[src/sv/batavg_pkg.sv]
// Shared constants, codes and stage types of the battery level averaging block.
`timescale 1ns / 1ps
package batavg_pkg;

	localparam int SAMPLE_W   = 12;
	localparam int CFG_W      = 12;
	localparam int CFG_IDX_W  = 2;
	localparam int AVG_W      = 9;
	localparam int URG_W      = 2;
	localparam int PCT_W      = 9;
	localparam int PCT_MAG_W  = 8;

	// register indexes
	localparam logic [CFG_IDX_W-1:0] REG_HIGH = 2'd0;
	localparam logic [CFG_IDX_W-1:0] REG_LOW  = 2'd1;
	localparam logic [CFG_IDX_W-1:0] REG_MID  = 2'd2;

	localparam logic [CFG_W-1:0] HIGH_RST = 12'd3300;
	localparam logic [CFG_W-1:0] LOW_RST  = 12'd2290;
	localparam logic [CFG_W-1:0] MID_RST  = 12'd2750;

	// urgency codes
	localparam logic [URG_W-1:0] URG_NORMAL = 2'd0;
	localparam logic [URG_W-1:0] URG_HIGH   = 2'd1;
	localparam logic [URG_W-1:0] URG_URGENT = 2'd2;

	// percentage scaling: 100*(sample-2290)/917 via reciprocal
	localparam int PCT_OFFSET  = 2290;
	localparam int PCT_FULL    = 3207;
	localparam int PCT_SCALE   = 100;
	localparam int PCT_DEN     = PCT_FULL - PCT_OFFSET;
	localparam int PCT_SHIFT   = 28;
	localparam int PCT_RECIP   = ((1 << PCT_SHIFT) + PCT_DEN - 1) / PCT_DEN;
	localparam int PCT_K_W     = 25;
	localparam logic [PCT_K_W-1:0] PCT_K = PCT_K_W'(PCT_SCALE * PCT_RECIP);
	localparam int PCT_MAG_MAX = (PCT_SCALE * PCT_OFFSET) / PCT_DEN;

	localparam int AVG_MIN = -PCT_MAG_MAX;
	localparam int AVG_MAX = (PCT_SCALE * ((1 << SAMPLE_W) - 1 - PCT_OFFSET)) / PCT_DEN;

	localparam logic signed [PCT_W-1:0] PCT_INIT = PCT_W'(PCT_SCALE);

	localparam int WINDOW_SIZE_DEF = 8;

	// scaled percentage on its way to the window store
	typedef struct packed {
		logic                 vld;
		logic                 neg;
		logic [PCT_MAG_W-1:0] mag;
		logic [URG_W-1:0]     urg;
	} batavg_pct_t;

	// stage control behind the window store
	typedef struct packed {
		logic             vld;
		logic [URG_W-1:0] urg;
	} batavg_ctl_t;

endpackage

[src/sv/batavg_ifs.sv]
// Valid/ready channel interfaces for sample and result words.
`timescale 1ns / 1ps
interface batavg_in_if import batavg_pkg::*; ();
	logic                valid;
	logic                ready;
	logic [SAMPLE_W-1:0] sample;

	modport source (output valid, output sample, input ready);
	modport sink (input valid, input sample, output ready);
endinterface

interface batavg_out_if import batavg_pkg::*; ();
	logic                    valid;
	logic                    ready;
	logic signed [AVG_W-1:0] average_percent;
	logic [URG_W-1:0]        urgency;

	modport source (output valid, output average_percent, output urgency, input ready);
	modport sink (input valid, input average_percent, input urgency, output ready);
endinterface

[src/sv/batavg_scale.sv]
// Input register, percentage scaling and urgency classification.
`timescale 1ns / 1ps
module batavg_scale import batavg_pkg::*; (
	input  logic                clk,
	input  logic                arst_n,
	input  logic                en,
	input  logic                in_vld,
	input  logic [SAMPLE_W-1:0] sample,
	input  logic [CFG_W-1:0]    high_limit,
	input  logic [CFG_W-1:0]    low_limit,
	input  logic [CFG_W-1:0]    mid_limit,
	output batavg_pct_t         pct_s2
);

	localparam int PROD_W = SAMPLE_W + PCT_K_W;

	logic                vld_s1;
	logic [SAMPLE_W-1:0] sample_s1;
	logic                neg;
	logic [SAMPLE_W-1:0] absd;
	logic [PROD_W-1:0]   prod;
	logic [URG_W-1:0]    urg;

	always_ff @(posedge clk or negedge arst_n) begin
		if (!arst_n) begin
			vld_s1 <= 1'b0;
		end else if (en) begin
			vld_s1 <= in_vld;
		end
	end

	always_ff @(posedge clk) begin
		if (en) begin
			sample_s1 <= sample;
		end
	end

	// |sample - offset| * 100 * ceil(2^28/917) >> 28 is exact over the 12-bit range
	always_comb begin
		neg  = sample_s1 < SAMPLE_W'(PCT_OFFSET);
		absd = neg ? SAMPLE_W'(PCT_OFFSET) - sample_s1 : sample_s1 - SAMPLE_W'(PCT_OFFSET);
		prod = PROD_W'(absd) * PROD_W'(PCT_K);
	end

	// checks in priority order
	always_comb begin
		if (sample_s1 > high_limit) begin
			urg = URG_URGENT;
		end else if (sample_s1 < low_limit) begin
			urg = URG_URGENT;
		end else if (sample_s1 >= mid_limit) begin
			urg = URG_NORMAL;
		end else begin
			urg = URG_HIGH;
		end
	end

	always_ff @(posedge clk or negedge arst_n) begin
		if (!arst_n) begin
			pct_s2 <= '0;
		end else if (en) begin
			pct_s2.vld <= vld_s1;
			pct_s2.neg <= neg;
			pct_s2.mag <= prod[PCT_SHIFT +: PCT_MAG_W];
			pct_s2.urg <= urg;
		end
	end

endmodule

[src/sv/batavg_window.sv]
// Percentage window store with read-modify-write of the running sum.
`timescale 1ns / 1ps
module batavg_window import batavg_pkg::*; #(
	parameter int WINDOW_SIZE = WINDOW_SIZE_DEF
) (
	input  logic                                   clk,
	input  logic                                   arst_n,
	input  logic                                   en,
	input  batavg_pct_t                            pct_s2,
	output batavg_ctl_t                            ctl_s3,
	output logic signed [$clog2(PCT_MAG_MAX*WINDOW_SIZE+1):0] sum_s3
);

	localparam int SUM_W = $clog2(PCT_MAG_MAX * WINDOW_SIZE + 1) + 1;
	localparam int PTR_W = (WINDOW_SIZE > 1) ? $clog2(WINDOW_SIZE) : 1;
	localparam logic [PTR_W-1:0] PTR_LAST = PTR_W'(WINDOW_SIZE - 1);

	logic signed [PCT_W-1:0] mem [WINDOW_SIZE];
	logic [WINDOW_SIZE-1:0]  vld_q;
	logic [PTR_W-1:0]        ptr_q;
	logic [PTR_W-1:0]        ptr_nxt;
	logic [PTR_W-1:0]        rd_addr;
	logic                    wr;
	logic signed [PCT_W-1:0] rdata_q;
	logic                    rvld_q;
	logic                    fwd_q;
	logic signed [PCT_W-1:0] fdat_q;
	logic signed [PCT_W-1:0] pct_val;
	logic signed [PCT_W-1:0] old_val;
	logic signed [SUM_W-1:0] sum_q;
	logic signed [SUM_W-1:0] sum_nxt;

	// ptr_q is the entry of the word in stage 2; the word entering reads the one after
	always_comb begin
		wr      = en && pct_s2.vld;
		ptr_nxt = (ptr_q == PTR_LAST) ? '0 : ptr_q + PTR_W'(1);
		rd_addr = wr ? ptr_nxt : ptr_q;
		pct_val = pct_s2.neg ? -$signed({1'b0, pct_s2.mag}) : $signed({1'b0, pct_s2.mag});
		// same-entry write in the read cycle (window of one) is forwarded
		old_val = fwd_q ? fdat_q : (rvld_q ? rdata_q : PCT_INIT);
		sum_nxt = sum_q - SUM_W'(old_val) + SUM_W'(pct_val);
	end

	always_ff @(posedge clk) begin
		if (en) begin
			rdata_q <= mem[rd_addr];
		end
		if (wr) begin
			mem[ptr_q] <= pct_val;
		end
	end

	always_ff @(posedge clk) begin
		if (en) begin
			fdat_q <= pct_val;
			sum_s3 <= sum_nxt;
		end
	end

	always_ff @(posedge clk or negedge arst_n) begin
		if (!arst_n) begin
			vld_q  <= '0;
			ptr_q  <= '0;
			sum_q  <= SUM_W'(PCT_SCALE * WINDOW_SIZE);
			rvld_q <= 1'b0;
			fwd_q  <= 1'b0;
			ctl_s3 <= '0;
		end else begin
			if (wr) begin
				vld_q[ptr_q] <= 1'b1;
				ptr_q        <= ptr_nxt;
				sum_q        <= sum_nxt;
			end
			if (en) begin
				rvld_q     <= vld_q[rd_addr];
				fwd_q      <= wr && (rd_addr == ptr_q);
				ctl_s3.vld <= pct_s2.vld;
				ctl_s3.urg <= pct_s2.urg;
			end
		end
	end

endmodule

[src/sv/batavg_avg.sv]
// Window sum to average (truncating divide by the window size) and output register.
`timescale 1ns / 1ps
module batavg_avg import batavg_pkg::*; #(
	parameter int WINDOW_SIZE = WINDOW_SIZE_DEF
) (
	input  logic                                   clk,
	input  logic                                   arst_n,
	input  logic                                   en,
	input  batavg_ctl_t                            ctl_s3,
	input  logic signed [$clog2(PCT_MAG_MAX*WINDOW_SIZE+1):0] sum_s3,
	output logic                                   out_vld_q,
	output logic signed [AVG_W-1:0]                avg_q,
	output logic [URG_W-1:0]                       urg_q
);

	localparam int SUM_W     = $clog2(PCT_MAG_MAX * WINDOW_SIZE + 1) + 1;
	localparam int MAG_W     = SUM_W - 1;
	localparam int DIV_SHIFT = MAG_W + $clog2(WINDOW_SIZE) + 1;
	localparam int RECIP_W   = DIV_SHIFT + 1;
	localparam logic [RECIP_W-1:0] DIV_RECIP =
		RECIP_W'(((64'd1 << DIV_SHIFT) + WINDOW_SIZE - 1) / WINDOW_SIZE);
	localparam int PROD_W    = MAG_W + RECIP_W;

	logic                 neg;
	logic [MAG_W-1:0]     mag;
	logic [PROD_W-1:0]    prod;
	logic [PCT_MAG_W-1:0] quo;
	logic signed [AVG_W-1:0] avg;

	// magnitude times ceil(2^S/W) >> S is exact for every reachable sum
	always_comb begin
		neg  = sum_s3[SUM_W-1];
		mag  = neg ? MAG_W'(-sum_s3) : MAG_W'(sum_s3);
		prod = PROD_W'(mag) * PROD_W'(DIV_RECIP);
		quo  = prod[DIV_SHIFT +: PCT_MAG_W];
		avg  = neg ? -$signed({1'b0, quo}) : $signed({1'b0, quo});
	end

	always_ff @(posedge clk or negedge arst_n) begin
		if (!arst_n) begin
			out_vld_q <= 1'b0;
		end else if (en) begin
			out_vld_q <= ctl_s3.vld;
		end
	end

	always_ff @(posedge clk) begin
		if (en) begin
			avg_q <= avg;
			urg_q <= ctl_s3.urg;
		end
	end

endmodule

[src/sv/battery_level_average_and_alarm.sv]
// A word accepted into the sample register passes the s2 and s3 registers to the output register.
// Throughput: one sample word per cycle unless stalled, set by one window read and write a cycle.
// The whole pipe advances together; a held result stalls it and drops sample ready.
// Reset (arst_n low, asynchronous): limits to 3300/2290/2750, window reads as 100,
// running sum 100 * WINDOW_SIZE, write position 0, pipe empty. No clearing pass.
`timescale 1ns / 1ps
module battery_level_average_and_alarm import batavg_pkg::*; #(
	parameter int WINDOW_SIZE = WINDOW_SIZE_DEF
) (
	input  logic                 clk,
	input  logic                 arst_n,
	batavg_in_if.sink            sample_ch,
	batavg_out_if.source         result_ch,
	input  logic                 cfg_we,
	input  logic [CFG_IDX_W-1:0] cfg_idx,
	input  logic [CFG_W-1:0]     cfg_data
);

	localparam int SUM_W = $clog2(PCT_MAG_MAX * WINDOW_SIZE + 1) + 1;

	// Stages:
	//   s1  sample register
	//   s2  scaled magnitude and urgency; window entry read lands here
	//   s3  running sum after replacing the oldest entry
	//   out average and urgency held for the sink
	// Valid bits on the window store stand in for the reset fill of 100.

	logic [CFG_W-1:0]        high_limit_q;
	logic [CFG_W-1:0]        low_limit_q;
	logic [CFG_W-1:0]        mid_limit_q;
	logic                    en;
	batavg_pct_t             pct_s2;
	batavg_ctl_t             ctl_s3;
	logic signed [SUM_W-1:0] sum_s3;
	logic                    out_vld_q;
	logic signed [AVG_W-1:0] avg_q;
	logic [URG_W-1:0]        urg_q;

	// config registers; unknown index ignored
	always_ff @(posedge clk or negedge arst_n) begin
		if (!arst_n) begin
			high_limit_q <= HIGH_RST;
			low_limit_q  <= LOW_RST;
			mid_limit_q  <= MID_RST;
		end else if (cfg_we) begin
			case (cfg_idx)
				REG_HIGH: high_limit_q <= cfg_data;
				REG_LOW:  low_limit_q  <= cfg_data;
				REG_MID:  mid_limit_q  <= cfg_data;
				default: ;
			endcase
		end
	end

	// pipe moves whenever the output slot is free or being emptied
	assign en              = !out_vld_q || result_ch.ready;
	assign sample_ch.ready = en;

	batavg_scale u_scale (
		.clk        (clk),
		.arst_n     (arst_n),
		.en         (en),
		.in_vld     (sample_ch.valid),
		.sample     (sample_ch.sample),
		.high_limit (high_limit_q),
		.low_limit  (low_limit_q),
		.mid_limit  (mid_limit_q),
		.pct_s2     (pct_s2)
	);

	batavg_window #(
		.WINDOW_SIZE (WINDOW_SIZE)
	) u_window (
		.clk    (clk),
		.arst_n (arst_n),
		.en     (en),
		.pct_s2 (pct_s2),
		.ctl_s3 (ctl_s3),
		.sum_s3 (sum_s3)
	);

	batavg_avg #(
		.WINDOW_SIZE (WINDOW_SIZE)
	) u_avg (
		.clk       (clk),
		.arst_n    (arst_n),
		.en        (en),
		.ctl_s3    (ctl_s3),
		.sum_s3    (sum_s3),
		.out_vld_q (out_vld_q),
		.avg_q     (avg_q),
		.urg_q     (urg_q)
	);

	assign result_ch.valid           = out_vld_q;
	assign result_ch.average_percent = avg_q;
	assign result_ch.urgency         = urg_q;

endmodule

[src/flat_wrapper.sv]
// flat-port wrapper written by rule: the top's interface ports become plain ports
module battery_level_average_and_alarm_flat import batavg_pkg::*;
#(
	parameter int WINDOW_SIZE = WINDOW_SIZE_DEF
)
  (clk, arst_n, cfg_we, cfg_idx, cfg_data, sample_ch_valid, sample_ch_sample, sample_ch_ready, result_ch_valid, result_ch_average_percent, result_ch_urgency, result_ch_ready);
  batavg_in_if sample_ch_i ();
  batavg_out_if result_ch_i ();
  input  logic clk;
  input  logic arst_n;
  input  logic cfg_we;
  input  logic [CFG_IDX_W-1:0] cfg_idx;
  input  logic [CFG_W-1:0] cfg_data;
  input wire logic [$bits(sample_ch_i.valid)-1:0] sample_ch_valid;
  input wire logic [$bits(sample_ch_i.sample)-1:0] sample_ch_sample;
  output wire logic [$bits(sample_ch_i.ready)-1:0] sample_ch_ready;
  output wire logic [$bits(result_ch_i.valid)-1:0] result_ch_valid;
  output wire logic [$bits(result_ch_i.average_percent)-1:0] result_ch_average_percent;
  output wire logic [$bits(result_ch_i.urgency)-1:0] result_ch_urgency;
  input wire logic [$bits(result_ch_i.ready)-1:0] result_ch_ready;
  assign sample_ch_i.valid = sample_ch_valid;
  assign sample_ch_i.sample = sample_ch_sample;
  assign sample_ch_ready = sample_ch_i.ready;
  assign result_ch_valid = result_ch_i.valid;
  assign result_ch_average_percent = result_ch_i.average_percent;
  assign result_ch_urgency = result_ch_i.urgency;
  assign result_ch_i.ready = result_ch_ready;
  battery_level_average_and_alarm #(.WINDOW_SIZE(WINDOW_SIZE)) u_core (.clk(clk), .arst_n(arst_n), .sample_ch(sample_ch_i), .result_ch(result_ch_i), .cfg_we(cfg_we), .cfg_idx(cfg_idx), .cfg_data(cfg_data));
endmodule
[config.mk]
export PLATFORM = sky130hd
export DESIGN_NAME = battery_level_average_and_alarm_flat
export DESIGN_NICKNAME = d
export VERILOG_FILES = /design/src/sv/batavg_pkg.sv /design/src/sv/batavg_ifs.sv /design/src/sv/batavg_scale.sv /design/src/sv/batavg_window.sv /design/src/sv/batavg_avg.sv /design/src/sv/battery_level_average_and_alarm.sv /design/src/flat_wrapper.sv
export SDC_FILE = /design/constraint.sdc
export NUM_CORES = 1
export LEC_CHECK = 0
export ABC_AREA = 1
export BUFFER_PORTS_ARGS = -buffer_cell sky130_fd_sc_hd__buf_4
export CORE_MARGIN = 2
export CORE_UTILIZATION = 64
export DETAILED_ROUTE_END_ITERATION = 16
export PLACE_DENSITY = 0.82
export SYNTH_ARGS = -nofsm -noshare
export SYNTH_HDL_FRONTEND = slang
export SYNTH_HIERARCHICAL = 1
export SYNTH_SLANG_ARGS = --single-unit
[constraint.sdc]
create_clock -name clk -period 7.5 [get_ports clk]
set_input_delay 0.375 -clock clk [delete_from_list [all_inputs] [get_ports clk]]
set_output_delay 0.375 -clock clk [all_outputs]
set_load 0.05 [all_outputs]
==> impl_metrics.tcl <==
set metrics [dict create \
    synth.net_count 2036 \
    final-setup-viol-count 0 \
    clock_sink_count 203 \
    synth_async_sr_flop_share_pct 38.42 \
    max_slew_headroom_pct 20.53 \
    finish.cell_count_without_fillers 2132 \
    r2r-end "u_core/u_scale/pct_s2[3]" \
    routedWlPerCell_microns 17.17 \
    ctsRootBufferMaster "clkbuf_16" \
    critPathMaxStageDelay_ns 0.55 \
    route.detailed.drc 0 \
    ys.warnings.count 6 \
    postSynthAreaPerCell_sq_um 8.994 \
    fin_nets 2078 \
    postSynth.topFlopCell "edfxtp_1" \
    drt_iter0_drc 806 \
    dr_total_vias 11856 \
    timing.max_cap.violations 0 \
    overflow 0 \
    crit_path_max_fanout 7 \
    worstSetupEndpoint "u_core/u_scale/pct_s2[3]" \
    finalCriticalPeriod_ns 6.591 \
    largest_net_degree_at_the_start_of_global_routing 73 \
    global_route.usage.total_pct 29.18 \
    clock_tree.buffer_depth 3 \
    layout_worst_path_cycle_share_pct 87.88 \
    maxClockFrequency_ghz 0.1517 \
    synthDistinctLibCells 53 \
    run_status "complete, no violations" \
    ys_top_cells_by_area "edfxtp_1 24%, fa_1 14%, ha_1 12%" \
    post-synth-top-area-cell "edfxtp_1" \
    dieWidth_microns 160.8 \
    setup.worst_path.end_class "flip-flop" \
    crit_slowest_cell "fa_1" \
    drtPass1Iterations 5 \
    post_synth_inst_count 1750 \
    hold_viol 0 \
    timing.reg2reg.setup_slack_ns 0.91 \
    initial_utilization_pct 64.91 \
    fp.dieH_microns 160.8 \
    place.detailed.instances 2091 \
    timing.reg2reg.worst_path_depth 31 \
    postRouteWirelength_microns 36610 \
    die_area_sq_mm 0.02586 \
    ioPinCount 44 \
    worstPathArrival_ns 6.99 \
    numCtsBuffers 22 \
    routed_vias_inst 5.561 \
    rsz_0062_raised_after_global_routing "no" \
    synth_enable_flop_cells 125 \
    critPathRequiredTime_ns 7.89 \
    classification_of_the_worst_setup_path "reg -> reg" \
    area.growth.synth_to_final_pct 7.679 \
    placement_rows 57 \
    wire_length_of_the_first_global_routing_pass_microns 60060 \
    cts_post_setup_buffers_inserted 0 \
    synth.ff_latch_count 203 \
    final_antenna_net_count 0 \
    clk_pin_slew_ns 0.06 \
    n_antenna_cell 0 \
    holdCritPathClass "in -> reg" \
    max_clock_skew_ns 0.01395 \
    synthesis.area_sq_mm 0.01574 \
    post_route_cells_drive_above_1_share_pct 9.237 \
    critical_path.startpoint_type "flip-flop" \
    synth.top_cell.area_share_pct 23.85 \
    antenna_found_initial 0 \
    detailedPlacementHpwl_microns 28130 \
    cts.htree.levels 1 \
    cts_tree "yes" \
    cp-startpoint "u_core/u_scale/sample_s1[2]" \
    timing_max_transition_violations_final 0 \
    core_sq_mm 0.02425 \
    place.gp.congestion 0.9471 \
    yosysSeqAreaShare_pct 36.43 \
    regToRegStartpoint "u_core/u_scale/sample_s1[2]" \
    timing_worst_slew_pin_value_ns 1.180 \
    fin_setup_tns_ns 0 \
    first_global_vias 11872 \
    port_buffers 43 \
    worstSkewPairLatency_ns 0.51 \
]
## registers in the layout (all words and copies together) (netlist names)
signal,flops
u_core/u_scale/vld_s1,1
u_core/high_limit_q,12
u_core/u_scale/pct_s2,12
u_core/u_avg/avg_q,9
u_core/u_window/ptr_q,3
u_core/u_window/rvld_q,1
u_core/u_window/vld_q,8
u_core/u_avg/out_vld_q,1
u_core/u_window/fdat_q,9
u_core/u_window/mem,72
u_core/u_window/ctl_s3,3
u_core/u_window/sum_q,12
u_core/mid_limit_q,12
u_core/low_limit_q,12
u_core/u_window/rdata_q,9
u_core/u_window/fwd_q,1
u_core/u_avg/urg_q,2
u_core/u_scale/sample_s1,12
u_core/u_window/sum_s3,12
## worst min path at each step
stage | start | endpoint | slack [ns] | cells after the start
final | sample_ch_sample[0] | u_core/u_scale/sample_s1[0] | 0.05 | 1
after floorplan | arst_n | u_core/high_limit_q[0] | 0.08 | 0
after detailed placement | arst_n | u_core/low_limit_q[3] | 0.29 | 1
after global routing | sample_ch_sample[11] | u_core/u_scale/sample_s1[11] | 0.04 | 1
after CTS | sample_ch_sample[11] | u_core/u_scale/sample_s1[11] | 0.04 | 1
after global placement | arst_n | u_core/high_limit_q[4] | 0.28 | 1
## stage by stage
step	setup WS [ns]	area, sq um	hold WS [ns]	util, %
finish	0.9092	16950	0.04685	69.89
global route	0.4097	16950	0.03524	69.89
CTS	0.9844	16950	0.03756	69.89
detailed placement	1.005	16270	0.2866	67.12
global placement	1.115	16270	0.2828	67.12
floorplan	1.671	15740	0.07941	-
## metal layers
metal	vias to the layer above	global-route usage [%]	part of all wire (%)
li1	5681	-	-
met1	5715	39.53	43
met2	376	49.96	49
met3	84	3.022	4.9
met4	0	9.416	3.1
met5	-	0	0
## cells in the mapped netlist, types with 2 or more instances
cell type	number
a211oi_1	5
a21boi_0	2
a21o_1	2
a21oi_1	61
a22o_1	5
a31oi_1	3
and2_1	4
buf_2	10
buf_4	8
buf_6	11
clkbuf_1	3
dfrtp_1	55
dfstp_2	23
edfxtp_1	125
fa_1	108
ha_1	147
inv_1	353
inv_2	11
nand2_1	384
nand2_2	25
nand2_4	7
nand3_1	67
nand3_2	10
nand3b_1	2
nand4_1	37
nor2_1	98
nor2_2	4
nor2_4	4
nor3_1	8
nor4_1	3
o211ai_1	13
o21a_1	3
o21ai_0	62
o21ai_1	34
o21bai_1	2
o22ai_1	3
or2_1	5
xnor2_1	7
xor2_1	22
## layout make-up
cell class / count / area, sq um
Clock buffer: 38 / 641.9
Clock inverter: 2 / 21.27
Fill cell: 1868 / 7301
Inverter: 364 / 1366
Multi-Input combinational cell: 1151 / 8401
Sequential cell: 203 / 5734
Tap cell: 324 / 405.4
Timing Repair Buffer: 50 / 377.9
## cell usage in the layout, fill, tap and decap left out, types with 4 or more instances in the layout
master and count:
o21ai_0 62, a211oi_1 5, edfxtp_1 125, nor3_1 8, nor2_4 4, clkbuf_1 14
ha_1 147, nand3_1 67, fa_1 108, o21ai_1 34, nand3_2 10, a22o_1 5
buf_4 49, nand2_2 25, nand4_1 37, nor2_2 4, nand2_4 8, xnor2_1 7
or2_1 5, dfstp_2 23, dfrtp_1 55, nand2_1 383, clkbuf_16 23, a21oi_1 61
xor2_1 22, nor2_1 98, and2_1 4, inv_1 353, inv_2 11, o211ai_1 13
## what timing repair did
item,CTS,global route
hold endpoints to repair,10,0
resized for setup,0,0
hold buffers,1,0
## logic make-up after synthesis
family	after synthesis	share of synthesized area (%)
flops	203	36.43
simple gates	660	18.59
xor+xnor	30	1.789
mux	1	0.07154
compound gates	205	7.457
fa+ha+maj	255	25.42
buf+inv	396	10.24
## critical path: cells and delay by family (launching register included)
family	cells	cell delay (ns)
AO/OA/AOI/OAI	4	0.76
adder cells (fa/ha/maj)	8	3.23
buffers and inverters	6	0.59
flip-flops	1	0.50
AND/OR/NAND/NOR	13	1.41
Power is left out: the tool's default activity adds up to more than one toggle a clock period on the data nets, which glitch-free logic cannot reach.
